`src/hdl/mcc_pkg.sv`:
```
// Package for the masked census match cost block.
// Widths, register indexes, sequencer states, control and status structs.
// No dependencies.
`default_nettype none

package mcc_pkg;

  localparam int POS_W     = 6;    // row/column index
  localparam int CFG_W     = 7;    // configuration data
  localparam int REG_IDX_W = 2;    // configuration register index
  localparam int CODE_W    = 24;   // census code / mask
  localparam int POP_W     = 5;    // popcount of one code word
  localparam int CNT_W     = 17;   // totals and ratio
  localparam int MAX_PATCH = 64;   // patch side clamp
  localparam int DIV_STEPS = 16;   // fractional quotient bits
  localparam int STEP_W    = $clog2(DIV_STEPS + 1);

  localparam logic [CNT_W-1:0] TOTAL_MAX = '1;
  localparam logic [CNT_W-1:0] Q16_ONE   = CNT_W'(65536);

  localparam logic [REG_IDX_W-1:0] REG_PATCH_SIZE = 2'd0;
  localparam logic [REG_IDX_W-1:0] REG_SHIFT_X    = 2'd1;
  localparam logic [REG_IDX_W-1:0] REG_SHIFT_Y    = 2'd2;

  typedef enum logic [2:0] {
    ST_IDLE,
    ST_ADD_VALID,
    ST_ADD_DIFF,
    ST_DIV_START,
    ST_DIV_WAIT
  } mcc_state_t;

  // accumulator control
  typedef struct packed {
    logic add;
    logic sel_diff;
    logic clear;
  } acc_ctl_t;

  // divider status
  typedef struct packed {
    logic busy;
    logic empty;
  } div_stat_t;

endpackage

`default_nettype wire

```
`src/hdl/mcc_in_if.sv`:
```
// Input channel: one patch position with both census codes and masks.
// Depends on mcc_pkg.
`default_nettype none

interface mcc_in_if import mcc_pkg::*; ();
  logic              valid;
  logic              ready;
  logic [POS_W-1:0]  row_index;
  logic [POS_W-1:0]  col_index;
  logic [CODE_W-1:0] left_code;
  logic [CODE_W-1:0] left_valid;
  logic [CODE_W-1:0] right_code;
  logic [CODE_W-1:0] right_valid;
  logic              final_pixel;

  modport source (output valid, row_index, col_index, left_code, left_valid,
                  right_code, right_valid, final_pixel, input ready);
  modport sink   (input valid, row_index, col_index, left_code, left_valid,
                  right_code, right_valid, final_pixel, output ready);
endinterface

`default_nettype wire

```
`src/hdl/mcc_out_if.sv`:
```
// Output channel: totals and Q1.16 cost ratio for one patch.
// Depends on mcc_pkg.
`default_nettype none

interface mcc_out_if import mcc_pkg::*; ();
  logic             valid;
  logic             ready;
  logic [CNT_W-1:0] differ_count;
  logic [CNT_W-1:0] valid_count;
  logic [CNT_W-1:0] cost_ratio;
  logic             no_valid_bits;

  modport source (output valid, differ_count, valid_count, cost_ratio,
                  no_valid_bits, input ready);
  modport sink   (input valid, differ_count, valid_count, cost_ratio,
                  no_valid_bits, output ready);
endinterface

`default_nettype wire

```
`src/hdl/mcc_cfg_if.sv`:
```
// Configuration write channel: register index and data.
// Depends on mcc_pkg.
`default_nettype none

interface mcc_cfg_if import mcc_pkg::*; ();
  logic                 valid;
  logic                 ready;
  logic [REG_IDX_W-1:0] index;
  logic [CFG_W-1:0]     data;

  modport source (output valid, index, data, input ready);
  modport sink   (input valid, index, data, output ready);
endinterface

`default_nettype wire

```
`src/hdl/mcc_accum.sv`:
```
// Shared saturating accumulator: popcount of a selected mask word added
// to the valid or the differ total. Depends on mcc_pkg.
`default_nettype none

module mcc_accum import mcc_pkg::*; (
  input  wire logic              clk,
  input  wire logic              rst,
  input  wire acc_ctl_t          ctl,
  input  wire logic [CODE_W-1:0] both_mask,
  input  wire logic [CODE_W-1:0] diff_mask,
  output logic [CNT_W-1:0]       differ_total,
  output logic [CNT_W-1:0]       valid_total
);

  // popcount by nibbles, four one-bit adds per nibble
  function automatic logic [POP_W-1:0] pop24(input logic [CODE_W-1:0] v);
    logic [POP_W-1:0] n;
    n = '0;
    for (int i = 0; i < CODE_W / 4; i++) begin
      n = n + POP_W'(v[4*i]) + POP_W'(v[4*i+1]) + POP_W'(v[4*i+2])
            + POP_W'(v[4*i+3]);
    end
    return n;
  endfunction

  logic [CODE_W-1:0] word;
  logic [CNT_W-1:0]  acc;
  logic [CNT_W:0]    sum;
  logic [CNT_W-1:0]  sat;

  assign word = ctl.sel_diff ? diff_mask : both_mask;
  assign acc  = ctl.sel_diff ? differ_total : valid_total;
  assign sum  = {1'b0, acc} + (CNT_W + 1)'(pop24(word));
  assign sat  = sum[CNT_W] ? TOTAL_MAX : sum[CNT_W-1:0];

  always_ff @(posedge clk) begin
    if (rst || ctl.clear) begin
      differ_total <= '0;
      valid_total  <= '0;
    end else if (ctl.add) begin
      if (ctl.sel_diff) begin
        differ_total <= sat;
      end else begin
        valid_total <= sat;
      end
    end
  end

endmodule

`default_nettype wire

```
`src/hdl/mcc_div.sv`:
```
// Radix-2 restoring divider for the Q1.16 cost ratio, one bit a cycle,
// with round-half-up and cap at one. Depends on mcc_pkg.
`default_nettype none

module mcc_div import mcc_pkg::*; (
  input  wire logic             clk,
  input  wire logic             rst,
  input  wire logic             start,
  input  wire logic [CNT_W-1:0] dividend,
  input  wire logic [CNT_W-1:0] divisor,
  output div_stat_t             stat,
  output logic [CNT_W-1:0]      ratio
);

  logic              busy;
  logic              empty;
  logic [STEP_W-1:0] steps;
  logic [CNT_W-1:0]  rem;
  logic [CNT_W-1:0]  den;
  logic [CNT_W:0]    rem2;
  logic [CNT_W:0]    diff;
  logic [CNT_W-1:0]  half_up;

  assign rem2    = {rem, 1'b0};
  assign diff    = rem2 - {1'b0, den};
  assign half_up = den - (den >> 1);   // ceil(den / 2)

  always_ff @(posedge clk) begin
    if (rst) begin
      busy <= 1'b0;
    end else if (start) begin
      busy <= (divisor != '0) && (dividend < divisor);
    end else if (busy && steps == '0) begin
      busy <= 1'b0;
    end
  end

  always_ff @(posedge clk) begin
    if (start) begin
      empty <= (divisor == '0);
      den   <= divisor;
      rem   <= dividend;
      steps <= STEP_W'(DIV_STEPS);
      if (divisor == '0) begin
        ratio <= '0;
      end else if (dividend >= divisor) begin
        ratio <= Q16_ONE;
      end else begin
        ratio <= '0;
      end
    end else if (busy) begin
      if (steps != '0) begin
        steps <= steps - 1'b1;
        if (!diff[CNT_W]) begin
          rem   <= diff[CNT_W-1:0];
          ratio <= {ratio[CNT_W-2:0], 1'b1};
        end else begin
          rem   <= rem2[CNT_W-1:0];
          ratio <= {ratio[CNT_W-2:0], 1'b0};
        end
      end else if (rem >= half_up) begin
        ratio <= ratio + 1'b1;
      end
    end
  end

  assign stat.busy  = busy;
  assign stat.empty = empty;

endmodule

`default_nettype wire

```
`src/hdl/masked_census_match_cost.sv`:
```
// Top level of the masked census match cost block: sequencer, config
// registers, overlap test and output register. Uses mcc_pkg, the three
// channel interfaces, mcc_accum and mcc_div.
`default_nettype none

//  channel   | modport | word carried
//  ----------+---------+-------------------------------------------------
//  in_ch     | sink    | row/col, left and right census code and mask, last
//  out_ch    | source  | differ_count, valid_count, cost_ratio, no_valid_bits
//  cfg       | sink    | register index and 7-bit data
//
// Each word is accepted, then the AND-mask popcount is added, then the masked
// XOR popcount, all through one saturating adder. A final pixel adds a divider
// start state and a wait for the divider (16 quotient bits plus rounding; none
// for an empty mask or a ratio of one). Reset (rst, synchronous) clears the
// totals and loads patch_size 64, both shifts 0. The result sits in an output
// register; a new patch may start while it waits, but the next result holds in
// ST_DIV_WAIT until it has gone. cfg is always ready.

module masked_census_match_cost import mcc_pkg::*; (
  input  wire logic clk,
  input  wire logic rst,
  mcc_in_if.sink    in_ch,
  mcc_out_if.source out_ch,
  mcc_cfg_if.sink   cfg
);

  // ---------------------------------------------------------------- config
  logic [CFG_W-1:0] patch_size;
  logic [CFG_W-1:0] shift_x;
  logic [CFG_W-1:0] shift_y;

  assign cfg.ready = 1'b1;

  always_ff @(posedge clk) begin
    if (rst) begin
      patch_size <= CFG_W'(64);
      shift_x    <= '0;
      shift_y    <= '0;
    end else if (cfg.valid) begin
      case (cfg.index)
        REG_PATCH_SIZE: patch_size <= cfg.data;
        REG_SHIFT_X:    shift_x    <= cfg.data;
        REG_SHIFT_Y:    shift_y    <= cfg.data;
        default: ;  // unknown index, dropped
      endcase
    end
  end

  // ------------------------------------------------------- overlap test
  // Patch side clamped to MAX_PATCH; a position counts when it and its
  // shifted partner both fall in [0, P).
  logic [CFG_W-1:0] p_eff;
  logic [POS_W+1:0] row_moved;   // signed
  logic [POS_W+1:0] col_moved;
  logic             row_in;
  logic             col_in;
  logic             hit;

  assign p_eff = (32'(patch_size) > MAX_PATCH) ? CFG_W'(MAX_PATCH) : patch_size;

  assign row_moved = {2'b00, in_ch.row_index} + {shift_y[CFG_W-1], shift_y};
  assign col_moved = {2'b00, in_ch.col_index} + {shift_x[CFG_W-1], shift_x};

  assign row_in = ({1'b0, in_ch.row_index} < p_eff) && !row_moved[POS_W+1]
                  && (row_moved[CFG_W-1:0] < p_eff);
  assign col_in = ({1'b0, in_ch.col_index} < p_eff) && !col_moved[POS_W+1]
                  && (col_moved[CFG_W-1:0] < p_eff);
  assign hit    = row_in && col_in;

  // ----------------------------------------------------- sequencer state
  mcc_state_t state;
  mcc_state_t state_next;

  logic [CODE_W-1:0] both_q;
  logic [CODE_W-1:0] diff_q;
  logic              hit_q;
  logic              last_q;

  logic              accept;
  logic              load_out;
  acc_ctl_t          acc_ctl;
  logic              div_start;
  div_stat_t         div_stat;

  logic [CNT_W-1:0]  differ_total;
  logic [CNT_W-1:0]  valid_total;
  logic [CNT_W-1:0]  ratio;

  logic              out_valid;
  logic              out_free;

  assign in_ch.ready = (state == ST_IDLE);
  assign accept      = in_ch.valid && in_ch.ready;
  assign out_free    = !out_valid || out_ch.ready;

  always_ff @(posedge clk) begin
    if (rst) begin
      state <= ST_IDLE;
    end else begin
      state <= state_next;
    end
  end

  // input word latch: the masks the adder needs, the overlap hit and the last flag
  always_ff @(posedge clk) begin
    if (accept) begin
      both_q <= in_ch.left_valid & in_ch.right_valid;
      diff_q <= (in_ch.left_code ^ in_ch.right_code)
                & in_ch.left_valid & in_ch.right_valid;
      hit_q  <= hit;
      last_q <= in_ch.final_pixel;
    end
  end

  always_comb begin
    state_next = state;
    case (state)
      ST_IDLE:      if (accept) state_next = ST_ADD_VALID;
      ST_ADD_VALID: state_next = ST_ADD_DIFF;
      ST_ADD_DIFF:  state_next = last_q ? ST_DIV_START : ST_IDLE;
      ST_DIV_START: state_next = ST_DIV_WAIT;
      ST_DIV_WAIT:  if (!div_stat.busy && out_free) state_next = ST_IDLE;
      default:      state_next = ST_IDLE;
    endcase
  end

  always_comb begin
    acc_ctl   = '0;
    div_start = 1'b0;
    load_out  = 1'b0;
    case (state)
      ST_ADD_VALID: begin
        acc_ctl.add = hit_q;
      end
      ST_ADD_DIFF: begin
        acc_ctl.add      = hit_q;
        acc_ctl.sel_diff = 1'b1;
      end
      ST_DIV_START: begin
        div_start = 1'b1;
      end
      ST_DIV_WAIT: begin
        load_out      = !div_stat.busy && out_free;
        acc_ctl.clear = load_out;
      end
      default: ;
    endcase
  end

  // ------------------------------------------------------ datapath units
  mcc_accum u_accum (
    .clk          (clk),
    .rst          (rst),
    .ctl          (acc_ctl),
    .both_mask    (both_q),
    .diff_mask    (diff_q),
    .differ_total (differ_total),
    .valid_total  (valid_total)
  );

  mcc_div u_div (
    .clk      (clk),
    .rst      (rst),
    .start    (div_start),
    .dividend (differ_total),
    .divisor  (valid_total),
    .stat     (div_stat),
    .ratio    (ratio)
  );

  // ------------------------------------------------------- output register
  always_ff @(posedge clk) begin
    if (rst) begin
      out_valid <= 1'b0;
    end else if (load_out) begin
      out_valid <= 1'b1;
    end else if (out_ch.ready) begin
      out_valid <= 1'b0;
    end
  end

  always_ff @(posedge clk) begin
    if (load_out) begin
      out_ch.differ_count  <= differ_total;
      out_ch.valid_count   <= valid_total;
      out_ch.cost_ratio    <= ratio;
      out_ch.no_valid_bits <= div_stat.empty;
    end
  end

  assign out_ch.valid = out_valid;

  // ------------------------------------------------------------ assertions
  // masked differences are a subset of the common mask, saturation included
  a_differ_le_valid: assert property (@(posedge clk) disable iff (rst)
    differ_total <= valid_total)
    else $error("differ total exceeds valid total");

  // totals start from zero after a result is taken into the output register
  a_clear_after_load: assert property (@(posedge clk) disable iff (rst)
    load_out |=> (differ_total == '0 && valid_total == '0 && out_valid))
    else $error("totals not cleared after result load");

  // ratio never above one
  a_ratio_capped: assert property (@(posedge clk) disable iff (rst)
    out_valid |-> out_ch.cost_ratio <= Q16_ONE)
    else $error("cost ratio above one");

  // empty mask gives zero counts and zero ratio
  a_empty_zero: assert property (@(posedge clk) disable iff (rst)
    (out_valid && out_ch.no_valid_bits) |->
      (out_ch.cost_ratio == '0 && out_ch.valid_count == '0
       && out_ch.differ_count == '0))
    else $error("empty mask with non-zero result");

endmodule

`default_nettype wire
```
`src/flat_wrapper.sv`:
```
// flat-port wrapper written by rule: the top's interface ports become plain ports
module masked_census_match_cost_flat import mcc_pkg::*;
  (clk, rst, in_ch_valid, in_ch_row_index, in_ch_col_index, in_ch_left_code, in_ch_left_valid, in_ch_right_code, in_ch_right_valid, in_ch_final_pixel, in_ch_ready, out_ch_valid, out_ch_differ_count, out_ch_valid_count, out_ch_cost_ratio, out_ch_no_valid_bits, out_ch_ready, cfg_valid, cfg_index, cfg_data, cfg_ready);
  mcc_in_if in_ch_i ();
  mcc_out_if out_ch_i ();
  mcc_cfg_if cfg_i ();
  input  wire logic clk;
  input  wire logic rst;
  input wire logic [$bits(in_ch_i.valid)-1:0] in_ch_valid;
  input wire logic [$bits(in_ch_i.row_index)-1:0] in_ch_row_index;
  input wire logic [$bits(in_ch_i.col_index)-1:0] in_ch_col_index;
  input wire logic [$bits(in_ch_i.left_code)-1:0] in_ch_left_code;
  input wire logic [$bits(in_ch_i.left_valid)-1:0] in_ch_left_valid;
  input wire logic [$bits(in_ch_i.right_code)-1:0] in_ch_right_code;
  input wire logic [$bits(in_ch_i.right_valid)-1:0] in_ch_right_valid;
  input wire logic [$bits(in_ch_i.final_pixel)-1:0] in_ch_final_pixel;
  output wire logic [$bits(in_ch_i.ready)-1:0] in_ch_ready;
  output wire logic [$bits(out_ch_i.valid)-1:0] out_ch_valid;
  output wire logic [$bits(out_ch_i.differ_count)-1:0] out_ch_differ_count;
  output wire logic [$bits(out_ch_i.valid_count)-1:0] out_ch_valid_count;
  output wire logic [$bits(out_ch_i.cost_ratio)-1:0] out_ch_cost_ratio;
  output wire logic [$bits(out_ch_i.no_valid_bits)-1:0] out_ch_no_valid_bits;
  input wire logic [$bits(out_ch_i.ready)-1:0] out_ch_ready;
  input wire logic [$bits(cfg_i.valid)-1:0] cfg_valid;
  input wire logic [$bits(cfg_i.index)-1:0] cfg_index;
  input wire logic [$bits(cfg_i.data)-1:0] cfg_data;
  output wire logic [$bits(cfg_i.ready)-1:0] cfg_ready;
  assign in_ch_i.valid = in_ch_valid;
  assign in_ch_i.row_index = in_ch_row_index;
  assign in_ch_i.col_index = in_ch_col_index;
  assign in_ch_i.left_code = in_ch_left_code;
  assign in_ch_i.left_valid = in_ch_left_valid;
  assign in_ch_i.right_code = in_ch_right_code;
  assign in_ch_i.right_valid = in_ch_right_valid;
  assign in_ch_i.final_pixel = in_ch_final_pixel;
  assign in_ch_ready = in_ch_i.ready;
  assign out_ch_valid = out_ch_i.valid;
  assign out_ch_differ_count = out_ch_i.differ_count;
  assign out_ch_valid_count = out_ch_i.valid_count;
  assign out_ch_cost_ratio = out_ch_i.cost_ratio;
  assign out_ch_no_valid_bits = out_ch_i.no_valid_bits;
  assign out_ch_i.ready = out_ch_ready;
  assign cfg_i.valid = cfg_valid;
  assign cfg_i.index = cfg_index;
  assign cfg_i.data = cfg_data;
  assign cfg_ready = cfg_i.ready;
  masked_census_match_cost u_core (.clk(clk), .rst(rst), .in_ch(in_ch_i), .out_ch(out_ch_i), .cfg(cfg_i));
endmodule
```
`config.mk`:
```
export PLATFORM = sky130hd
export DESIGN_NAME = masked_census_match_cost_flat
export DESIGN_NICKNAME = d
export VERILOG_FILES = /design/src/hdl/mcc_pkg.sv /design/src/hdl/mcc_in_if.sv /design/src/hdl/mcc_out_if.sv /design/src/hdl/mcc_cfg_if.sv /design/src/hdl/mcc_accum.sv /design/src/hdl/mcc_div.sv /design/src/hdl/masked_census_match_cost.sv /design/src/flat_wrapper.sv
export SDC_FILE = /design/constraint.sdc
export NUM_CORES = 1
export LEC_CHECK = 0
export ABC_AREA = 1
export BUFFER_PORTS_ARGS = -buffer_cell sky130_fd_sc_hd__buf_2
export CELL_PAD_IN_SITES_DETAIL_PLACEMENT = 1
export CELL_PAD_IN_SITES_GLOBAL_PLACEMENT = 2
export CORE_UTILIZATION = 38
export CTS_CLUSTER_SIZE = 16
export DETAILED_ROUTE_END_ITERATION = 10
export PLACE_DENSITY_LB_ADDON = 0.1
export SYNTH_ARGS = -nofsm -noshare
export SYNTH_HDL_FRONTEND = slang
export SYNTH_SLANG_ARGS = --single-unit
```
`constraint.sdc`:
```
create_clock -name clk -period 11.45 [get_ports clk]
set_clock_uncertainty 0.2 [all_clocks]
set_input_delay 1.145 -clock clk [delete_from_list [all_inputs] [get_ports clk]]
set_output_delay 1.145 -clock clk [all_outputs]
set_load 0.02 [all_outputs]
```
==> flow_metrics.env, run 1 <==
export IMPL_status="complete, but fails checks"
export IMPL_violations="design-rule violations"
export IMPL_clock_fmax_mhz=154.8
export IMPL_grt_max_degree=54
export IMPL_io_pins=178
export IMPL_hold_buffers=0
export IMPL_cts_root_buf="clkbuf_16"
export IMPL_cts_resized=0
export IMPL_ys_seq_elements=219
export IMPL_final_common_cell="nand2_1"
export IMPL_seq_area_frac_synth_pct=43.02
export IMPL_cts_tree="done"
export IMPL_nets=2082
export IMPL_grt_pass1_wl_mm=60.45
export IMPL_dieHeight_um=192.4
export IMPL_ir_drop_v=0.0002337
export IMPL_gp_congestion=0.8065
export IMPL_cp_arrival_ps=6700
export IMPL_ys_async_sr_fraction_pct=0
export IMPL_slew_headroom_pct=37.06
export IMPL_drc_errors=10
export IMPL_place_area_mm2=0.01515
export IMPL_power_density_mw_per_mm2=197.8
export IMPL_fin_crit_sh_pct=56.41
export IMPL_syn2layout_area_growth_pct=17.30
export IMPL_core_mm2=0.03566
export IMPL_syn_area_mm2=0.01378
export IMPL_dp_hpwl_mm=29.38
export IMPL_reg2reg_slack_ps=4990
export IMPL_wl_per_cell_um=16.34
export IMPL_io_buffers=176
export IMPL_clock_latency_ps=550
export IMPL_report_final_slew_viol_count=0
export IMPL_ant_nets=0
export IMPL_grt_pass1_vias=11821
export IMPL_fin_tns_setup_ps=0
export IMPL_rows=69
export IMPL_track_usage_pct=20.74
export IMPL_cts_setup_buffers=0
export IMPL_report_final_hold_viol_count=0
export IMPL_crit_fanout=49
export IMPL_synth_top_flop_cell="edfxtp_1"
export IMPL_grt_antenna_before_repair=0
export IMPL_p_leak_nw=7.732
export IMPL_vias=11313
export IMPL_dr_pass1_iters=7
export IMPL_syn_nets=1900
export IMPL_ys_warnings_count=0
export IMPL_synth_edf_count=154
export IMPL_maxCapViolCount=0
export IMPL_finalCriticalPeriod_ps=6459
export IMPL_gr_total_overflow=0
export IMPL_layout_common_cells="380 x nand2_1, 243 x inv_1, 176 x buf_2, 154 x edfxtp_1, 141 x nor2_1"
export IMPL_seq_area_mm2=0.005926
export IMPL_drt_wl_total_mm=37.66
export IMPL_path_clk_slew_ps=60
export IMPL_cts_num_sinks=219
export IMPL_avgSynthCellArea_um2=8.395
export IMPL_setup_viol=0
export IMPL_cts_buffer_depth=3
export IMPL_drive_gt1_share_pct=14.32
export IMPL_cts_made_buffers=27
export IMPL_viasPerCell=4.908
export IMPL_rsz0062_at_grt="no"
export IMPL_hp_class="reg -> reg"
export IMPL_start_util_pct=38.64
export IMPL_syn_instance_count=1641
export IMPL_worstSetupPathType="reg -> reg"
export IMPL_diodes=0
export IMPL_ctsHtreeMaxLevel=1
export IMPL_utilization_pct=45.32
export IMPL_fin_area_mm2=0.01616
export IMPL_multi_input_area_mm2=0.006779
export IMPL_fill_cells=4292
export IMPL_die_area_mm2=0.03702
export IMPL_synthDistinctLibCells=41
export IMPL_drtIter0Drc=314
export IMPL_crit_required_ps=11690
export IMPL_tightest_slew_ps=941.8
export IMPL_crit_path_start_kind="register"
export IMPL_endpoint_kind="register"
export IMPL_finalPower_w=0.003196
export IMPL_die_w_um=192.4
path summary, 6_finish.rpt:
kind,to,startpoint,cells after the start
setup / recovery,u_core.u_accum.differ_total[10],u_core.state[0],24
hold / removal,u_core.out_ch.no_valid_bits,u_core.u_div.empty,0
setup reg to reg,u_core.u_accum.differ_total[10],u_core.state[0],24
hold reg to reg,u_core.out_ch.no_valid_bits,u_core.u_div.empty,0
worst max-delay path, stage by stage (launching register included):
cell,delay [ps]
dfxtp_1,350
inv_1,200
nand3_2,110
buf_4,470
inv_2,300
nand2_1,120
nand2_1,80
fa_1,540
inv_1,50
fa_1,530
inv_1,50
fa_1,540
fa_1,440
fa_1,580
fa_1,210
inv_1,60
fa_1,420
nor3_1,240
nor2_1,150
nor2_4,220
nand2_1,90
xor2_1,190
nand3_1,90
nand2_1,80
inv_1,40
where the power goes:
group          total, W  internal, W  leakage (nW)  switching (W)
registers      0.000988     0.000933          1.96      0.0000544
clock network  0.000967     0.000614         0.490       0.000353
logic           0.00124     0.000496          5.28       0.000746
per-stage QoR:
step           worst slack, ps  hold WS (ps)  instances
3_5_place_dp              4898         229.3       2255
3_3_place_gp              5127         203.9       2255
2_1_floorplan             5296         200.3       1641
5_1_grt                   4428         249.6       2305
4_1_cts                   4875         243.9       2305
6_report                  4991         239.8       2305
logic make-up after synthesis:
logic type      after synthesis  synth area share, %
simple gates                697                21.58
xor+xnor                     70                4.451
other cells                   1              0.02722
buf+inv                     279                7.865
compound gates              232                8.946
fa+ha+maj                   136                13.61
flops                       219                43.02
mux                           7               0.5086
layer usage:
layer  share of wire [%]  vias to the layer above  wire, µm  global-route usage, %
met5                   0                        -         0                      0
met4                 1.9                        0       714                  4.724
met3                 3.0                       52      1120                  2.346
met2                  50                      171     18910                  37.65
met1                  45                     5340     16910                  26.15
li1                    -                     5750         -                      -
Yosys cell counts, types with 5 or more instances:
cell        n  area share [%]
xnor2_1    38             2.4
nand3_1    88             3.2
buf_2       5            0.18
mux2i_1     7            0.51
nand2_1   380              10
nand2_2    11            0.50
clkbuf_1   16            0.44
a21oi_1   105             3.8
nand3_2     7            0.51
nor3_1     32             1.2
nand3b_1    9            0.49
edfxtp_1  154              34
o21ai_1    17            0.62
ha_1      113              10
o21ai_0    80             2.9
o21bai_1    9            0.49
nand4_1    15            0.68
dfxtp_1    65             9.4
inv_1     243             6.6
xor2_1     32             2.0
nor2_1    142             3.9
fa_1       23             3.3
state kept, by name, summed over array words and instances (netlist names), 7 cells and up:
| register | cells |
|---|---|
| u_core.both_q | 24 |
| u_core.diff_q | 24 |
| u_core.out_ch.cost_ratio | 17 |
| u_core.out_ch.differ_count | 17 |
| u_core.out_ch.valid_count | 17 |
| u_core.u_accum.differ_total | 17 |
| u_core.u_accum.valid_total | 17 |
| u_core.u_div.den | 17 |
| u_core.u_div.ratio | 17 |
| u_core.u_div.rem | 17 |
| u_core.patch_size | 7 |
| u_core.shift_x | 7 |
| u_core.shift_y | 7 |
final cells by class:
class                           count  area share (%)
Tap cell                          461           3.570
Multi-Input combinational cell   1143           41.95
Clock inverter                     21           1.998
Timing Repair Buffer              184           5.823
Inverter                          248           5.761
Sequential cell                   219           36.67
Clock buffer                       29           4.228
(Power assumes the default switching activity.)
==> inputs of run 2 (changes only) <==
--- a/config.mk
+++ b/config.mk
@@ -5,11 +5,11 @@
 export SDC_FILE = /design/constraint.sdc
 export NUM_CORES = 1
 export LEC_CHECK = 0
-export ABC_AREA = 1
+export ABC_AREA = 0
 export BUFFER_PORTS_ARGS = -buffer_cell sky130_fd_sc_hd__buf_2
 export CELL_PAD_IN_SITES_DETAIL_PLACEMENT = 1
 export CELL_PAD_IN_SITES_GLOBAL_PLACEMENT = 2
-export CORE_UTILIZATION = 38
+export CORE_UTILIZATION = 34
 export CTS_CLUSTER_SIZE = 16
 export DETAILED_ROUTE_END_ITERATION = 10
 export PLACE_DENSITY_LB_ADDON = 0.1
==> constraint.sdc (replaced) <==
create_clock -name clk -period 5.75 [get_ports clk]
set_clock_uncertainty 0.2 [all_clocks]
set_input_delay 0.575 -clock clk [delete_from_list [all_inputs] [get_ports clk]]
set_output_delay 0.575 -clock clk [all_outputs]
set_load 0.02 [all_outputs]
==> run 2 against run 1 <==
The run now ends clean. Non-clock buffer count grew 37. First-iteration DRC count grew 4.5%. Register-to-register slack lost 5000 ps. Synthesized cell count shrank 22%. Fmax grew 13%. Worst hold slack lost 150 ps. Via count shrank 8.8%. Power grew 67%. Flip-flop and latch count is the same. Clock-buffer cell count shrank 2. Critical endpoint is now u_core.u_accum.valid_total[12].
==> flow_metrics.env, run 2 <==
export IMPL_power_density_mw_per_mm2=332.5
export IMPL_vias=10315
export IMPL_ctsHtreeMaxLevel=1
export IMPL_synth_xor_xnor_area_share_pct=4.932
export IMPL_stdcell_count=2030
export IMPL_hp_class="in -> reg"
export IMPL_worstSetupPathType="reg -> reg"
export IMPL_path_clk_slew_ps=60
export IMPL_layout_common_cells="176 x buf_2, 154 x edfxtp_1, 122 x nand2_1, 113 x ha_1, 93 x a21oi_1"
export IMPL_grt_pass1_wl_mm=58.49
export IMPL_p_leak_nw=6.703
export IMPL_cp_slowest_stage_delay_ps=560
export IMPL_yosysMostFrequentCell="edfxtp_1"
export IMPL_final_common_cell="buf_2"
export IMPL_setup_viol=0
export IMPL_start_util_pct=34.40
export IMPL_drt_wl_total_mm=37.64
export IMPL_synth_top_family_by_area="simple AND/OR/NAND/NOR gates"
export IMPL_maxCapViolCount=0
export IMPL_clock_fmax_mhz=174.9
export IMPL_place_area_mm2=0.01490
export IMPL_fin_crit_sh_pct=99.44
export IMPL_ir_drop_v=0.0003850
export IMPL_ys_top_cells_by_area="edfxtp_1 35%, ha_1 11%, dfxtp_1 9.8%"
export IMPL_synth_mux_area_share_pct=3.727
export IMPL_internal_power_w=0.003575
export IMPL_crit_required_ps=6020
export IMPL_cts_tree="done"
export IMPL_io_buffers=176
export IMPL_finalCriticalPeriod_ps=5718
export IMPL_synth_top_flop_cell="edfxtp_1"
export IMPL_syn_instance_count=1283
export IMPL_rows=72
export IMPL_power_switching_w=0.001778
export IMPL_fin_area_mm2=0.01610
export IMPL_slowest_stage="fa_1"
export IMPL_die_area_mm2=0.03989
export IMPL_drc_errors=0
export IMPL_cp_common_cell="fa_1"
export IMPL_ys_seq_elements=219
export IMPL_p_seq_share_pct=34.9
export IMPL_dr_pass1_iters=5
export IMPL_viasPerCell=5.081
export IMPL_endpoint_kind="register"
export IMPL_wl_per_cell_um=18.54
export IMPL_diodes=0
export IMPL_syn_nets=1542
export IMPL_grt_antenna_before_repair=0
export IMPL_core_mm2=0.03865
export IMPL_path_cells="or3b_4 > buf_6 > nand2_2 > nand2_2 > fa_1 > fa_1 > fa_1 > fa_1 > fa_1 > fa_2 > inv_2 > fa_2 > nor2b_2 > o21ai_2 > a21oi_2 > buf_4 > o211a_1 > nor2b_4 > xor2_2 > a221oi_2"
export IMPL_cp_arrival_ps=5990
export IMPL_cts_made_buffers=27
export IMPL_cts_num_sinks=219
export IMPL_crit_path_start_kind="register"
export IMPL_syn_area_mm2=0.01329
export IMPL_yosysTopAreaCell="edfxtp_1"
export IMPL_seq_area_frac_synth_pct=44.58
export IMPL_gp_congestion=0.8020
export IMPL_cts_root_buf="clkbuf_16"
export IMPL_netSwitchingFraction_pct=33.21
export IMPL_report_final_slew_viol_count=0
export IMPL_ant_nets=0
export IMPL_fin_tns_setup_ps=0
export IMPL_grt_pass1_vias=10633
export IMPL_place_inst=1964
export IMPL_die_w_um=199.7
export IMPL_synth_edf_count=154
export IMPL_gr_total_overflow=0
export IMPL_power_frac_comb_pct=33.7
export IMPL_status="completed"
export IMPL_ys_async_sr_fraction_pct=0
export IMPL_cts_buffer_depth=3
export IMPL_power_frac_clock_pct=31.4
export IMPL_avgSynthCellArea_um2=10.36
export IMPL_slew_headroom_pct=24.82
export IMPL_rsz0062_at_grt="yes"
export IMPL_track_usage_pct=19.07
export IMPL_dieHeight_um=199.7
export IMPL_drive_gt1_share_pct=22.69
export IMPL_synth_top_cell_area_share_pct=34.79
export IMPL_synth_compound_area_share_pct=13.18
export IMPL_clock_latency_ps=560
export IMPL_tightest_slew_ps=1128
export IMPL_grt_max_degree=51
export IMPL_report_final_hold_viol_count=0
export IMPL_drtIter0Drc=328
export IMPL_reg_largest_list="u_core.both_q: 24 flops, u_core.diff_q: 24 flops"
export IMPL_crit_fanout=8
export IMPL_synthDistinctLibCells=81
export IMPL_nets=1750
export IMPL_dp_hpwl_mm=28.40
export IMPL_yosys_area_share_adder_pct=14.10
export IMPL_ys_warnings_count=0
export IMPL_ys_top_cells_by_count="154 x edfxtp_1, 133 x nand2_1, 113 x ha_1"
export IMPL_io_pins=178
export IMPL_syn2layout_area_growth_pct=21.12
export IMPL_synth_simple_gate_area_share_pct=15.98
run 2: cell types whose count changed after synthesis, moves of 13 or more:
cell,before,now
nand2_1,380,133
inv_1,243,71
nand3_1,88,35
and2_1,2,53
nor2_1,142,91
mux2i_1,7,47
o21ai_0,80,55
nor2b_1,0,15
nor3_1,32,17
o21ai_1,17,2
a21o_1,4,17
nand2b_1,0,13
run 2: worst max-delay path, delay by kind of cell, from the launching register on:
| family | cells | cell delay (ps) |
|---|---|---|
| compound gates | 4 | 690 |
| fa+ha+maj | 7 | 3140 |
| xor+xnor | 1 | 180 |
| buf+inv | 3 | 360 |
| flops | 1 | 330 |
| simple gates | 5 | 730 |
run 2: layout make-up:
type	count	area, µm²
Inverter	72	270.3
Fill cell	4317	22550
Clock buffer	27	675.6
Sequential cell	219	5929
Tap cell	518	648.1
Multi-Input combinational cell	950	7079
Timing Repair Buffer	221	1287
Clock inverter	23	210.2
run 2: metrics by stage:
step | util [%] | power [W] | hold slack, ps | setup slack (ps)
after floorplan | - | 0.003025 | 200.3 | -12.20
after global placement | 38.56 | 0.003554 | 214.4 | -26.68
after detailed placement | 38.56 | 0.003602 | 210.7 | -290.7
after CTS | 41.37 | 0.005338 | 59.40 | -106.9
after global routing | 41.66 | 0.005682 | 85.49 | -188.6
final | 41.66 | 0.005353 | 85.55 | 32.02
run 2: per-layer routing:
layer	routed length, µm	global-route usage (%)	part of all wire, %	vias to the layer above
li1	-	-	-	5067
met1	16790	23.99	45	5021
met2	18670	34.16	50	178
met3	1385	2.869	3.7	49
met4	793	4.382	2.1	0
met5	0	0	0	-
run 2: final timing paths:
path                                          to  slack [ps]  cells after the start               start
setup / recovery  u_core.u_accum.valid_total[12]          30                     20     u_core.state[1]
hold / removal              u_core.patch_size[6]          90                      2         cfg_data[6]
setup reg to reg  u_core.u_accum.valid_total[12]          30                     20     u_core.state[1]
hold reg to reg      u_core.out_ch.no_valid_bits         220                      0  u_core.u_div.empty
run 2: power by group through the flow:
stage	registers (W)	clock network [W]	logic (W)
after floorplan	0.00187	0	0.00115
after global placement	0.00190	0	0.00165
after detailed placement	0.00190	0	0.00170
after CTS	0.00187	0.00173	0.00174
after global routing	0.00188	0.00178	0.00202
final	0.00187	0.00168	0.00181
run 2: what timing repair did:
item | CTS | global route
setup endpoints to repair | 12 | 29
hold buffers | 1 | 0
setup buffers | 13 | 3
pin swaps | 29 | 22
hold endpoints to repair | 1 | 0
resized for setup | 27 | 23
run 2: cells by family (layout without fill, tap and decap cells):
kind of cell / count (synthesis) / in the layout
simple gates: 423 / 423
compound gates: 267 / 267
flops: 219 / 219
fa+ha+maj: 136 / 136
buf+inv: 114 / 343
xor+xnor: 74 / 74
mux: 49 / 49
other cells: 1 / 1
==> inputs of run 3 (changes only) <==
--- a/config.mk
+++ b/config.mk
@@ -10,6 +10,7 @@
 export CELL_PAD_IN_SITES_DETAIL_PLACEMENT = 1
 export CELL_PAD_IN_SITES_GLOBAL_PLACEMENT = 2
 export CORE_UTILIZATION = 34
+export CTS_CLUSTER_DIAMETER = 30
 export CTS_CLUSTER_SIZE = 16
 export DETAILED_ROUTE_END_ITERATION = 10
 export PLACE_DENSITY_LB_ADDON = 0.1
==> constraint.sdc (replaced) <==
create_clock -name clk -period 5.75 [get_ports clk]
set_clock_uncertainty 0.2 [all_clocks]
set_input_delay 0.2875 -clock clk [delete_from_list [all_inputs] [get_ports clk]]
set_output_delay 0.2875 -clock clk [all_outputs]
set_load 0.02 [all_outputs]
==> run 3 against run 2 <==
The run now ends with negative setup slack left. Non-clock buffer count up 103. Worst hold slack worse by 31 ps. Setup slack worse by 70 ps. Critical path type unchanged. Critical endpoint unchanged. Largest cell class unchanged. Highest routed layer unchanged.
==> flow_metrics.env, run 3 (same netlist as run 2, synthesis figures left out) <==
export IMPL_crit_path_start_kind="register"
export IMPL_syn2layout_area_growth_pct=37.73
export IMPL_internal_power_w=0.004937
export IMPL_maxCapViolCount=0
export IMPL_utilization_pct=47.37
export IMPL_reg_largest_list="u_core.both_q: 24 flops, u_core.diff_q: 24 flops"
export IMPL_diodes=0
export IMPL_gr_total_overflow=0
export IMPL_die_area_mm2=0.03989
export IMPL_cp_arrival_ps=6000
export IMPL_p_leak_nw=7.730
export IMPL_setup_viol=3
export IMPL_violations="negative setup slack"
export IMPL_rows=72
export IMPL_drtIter0Drc=348
export IMPL_crit_required_ps=5960
export IMPL_drt_wl_total_mm=40.54
export IMPL_grt_pass1_wl_mm=63.46
export IMPL_die_w_um=199.7
export IMPL_cts_num_sinks=219
export IMPL_grt_pass1_vias=11837
export IMPL_io_pins=178
export IMPL_cts_buffer_depth=3
export IMPL_final_common_cell="buf_2"
export IMPL_drc_errors=0
export IMPL_dp_hpwl_mm=28.40
export IMPL_endpoint_kind="register"
export IMPL_gp_congestion=0.8020
export IMPL_hold_start="cfg_index[1]"
export IMPL_drive_gt1_share_pct=22.95
export IMPL_grt_antenna_before_repair=0
export IMPL_grt_max_degree=51
export IMPL_dieHeight_um=199.7
export IMPL_cts_made_buffers=57
export IMPL_layout_common_cells="176 x buf_2, 154 x edfxtp_1, 128 x nand2_1, 113 x ha_1, 108 x dlygate4sd3_1"
export IMPL_nets=1883
export IMPL_startpoint="u_core.state[1]"
export IMPL_viasPerCell=5.010
export IMPL_path_clk_slew_ps=50
export IMPL_setup_ws_ps=-37.75
export IMPL_power_frac_comb_pct=25.7
export IMPL_hp_class="in -> reg"
export IMPL_finalCriticalPeriod_ps=5788
export IMPL_rsz0062_at_grt="yes"
export IMPL_cts_root_buf="clkbuf_16"
export IMPL_fin_crit_sh_pct=100.7
export IMPL_worstSetupPathType="reg -> reg"
export IMPL_crit_fanout=8
export IMPL_clock_latency_ps=590
export IMPL_start_util_pct=34.40
export IMPL_vias=10977
export IMPL_clock_fmax_mhz=172.8
export IMPL_io_buffers=176
export IMPL_wl_per_cell_um=18.50
export IMPL_ir_drop_v=0.0003947
export IMPL_slew_headroom_pct=24.25
export IMPL_track_usage_pct=20.76
export IMPL_p_seq_share_pct=26.7
export IMPL_hold_slack_ps=54.10
export IMPL_dr_pass1_iters=4
export IMPL_netSwitchingFraction_pct=29.77
export IMPL_status="complete, but fails checks"
export IMPL_ant_nets=0
export IMPL_tightest_slew_ps=1136
export IMPL_power_density_mw_per_mm2=384.0
export IMPL_power_frac_clock_pct=47.6
export IMPL_cts_tree="done"
export IMPL_report_final_slew_viol_count=0
export IMPL_core_mm2=0.03865
export IMPL_power_switching_w=0.002093
export IMPL_report_final_hold_viol_count=0
export IMPL_pre_cts_slack_ps=-290.7
export IMPL_ctsHtreeMaxLevel=2
export IMPL_r2r_start="u_core.state[1]"
[run 3: critical path, cell delays in order, from the launching register on]
cell and delay (ps):
dfxtp_2 330, or3b_4 440, buf_6 170, nand2_4 60, nand2_4 50, fa_1 520, fa_1 530, fa_1 570
fa_1 430, fa_1 520, fa_2 220, inv_2 40, fa_2 350, nor2b_1 110, o21ai_1 100, a21oi_2 270
o211a_1 220, nor2b_4 180, xor2_2 190, a221oi_1 90
[run 3: final timing paths]
kind / to / depth (start not counted) / slack (ps)
hold reg to reg: u_core.out_ch.no_valid_bits / 0 / 220
setup reg to reg: u_core.u_accum.valid_total[12] / 19 / -40
setup / recovery: u_core.u_accum.valid_total[12] / 19 / -40
hold / removal: u_core.patch_size[6] / 5 / 50
[run 3: repair_timing]
action                     4_1_cts  5_1_grt
hold endpoints to repair        74        0
resized for setup               22       18
gates cloned                     0        0
pin swaps                        7       17
setup buffers                    8        3
hold buffers                   108        0
setup endpoints to repair       14       22
[run 3: power by group through the flow]
stage / Combinational [W] / Sequential, W / Clock [W]
5_1_grt: 0.00204 / 0.00188 / 0.00348
3_5_place_dp: 0.00170 / 0.00190 / 0
3_3_place_gp: 0.00165 / 0.00190 / 0
6_report: 0.00181 / 0.00188 / 0.00335
4_1_cts: 0.00179 / 0.00188 / 0.00341
2_1_floorplan: 0.00115 / 0.00187 / 0
[run 3: final cells by class]
type                            count  area, µm²
Fill cell                        4217      20340
Tap cell                          518      648.1
Clock inverter                     42      543.0
Timing Repair Buffer              324       2321
Inverter                           72      270.3
Sequential cell                   219       5929
Multi-Input combinational cell    950       7084
Clock buffer                       66       1511
[run 3: stage by stage]
stage | instance area (µm²) | total power [W] | TNS, ps | instances
after floorplan | 13360 | 0.003025 | -17.94 | 1283
after global placement | 14900 | 0.003554 | -42.21 | 1964
after detailed placement | 14900 | 0.003602 | -1504 | 1964
after CTS | 18190 | 0.007082 | -114.3 | 2188
after global routing | 18310 | 0.007405 | -2532 | 2191
final | 18310 | 0.007030 | -48.47 | 2191
[run 3: layer usage]
layer,vias up,wire length [µm],GRT usage [%]
met4,0,1077,7.379
met2,217,20600,37.65
met5,-,0,0
met1,5338,17390,24.36
met3,69,1478,3.713
li1,5353,-,-
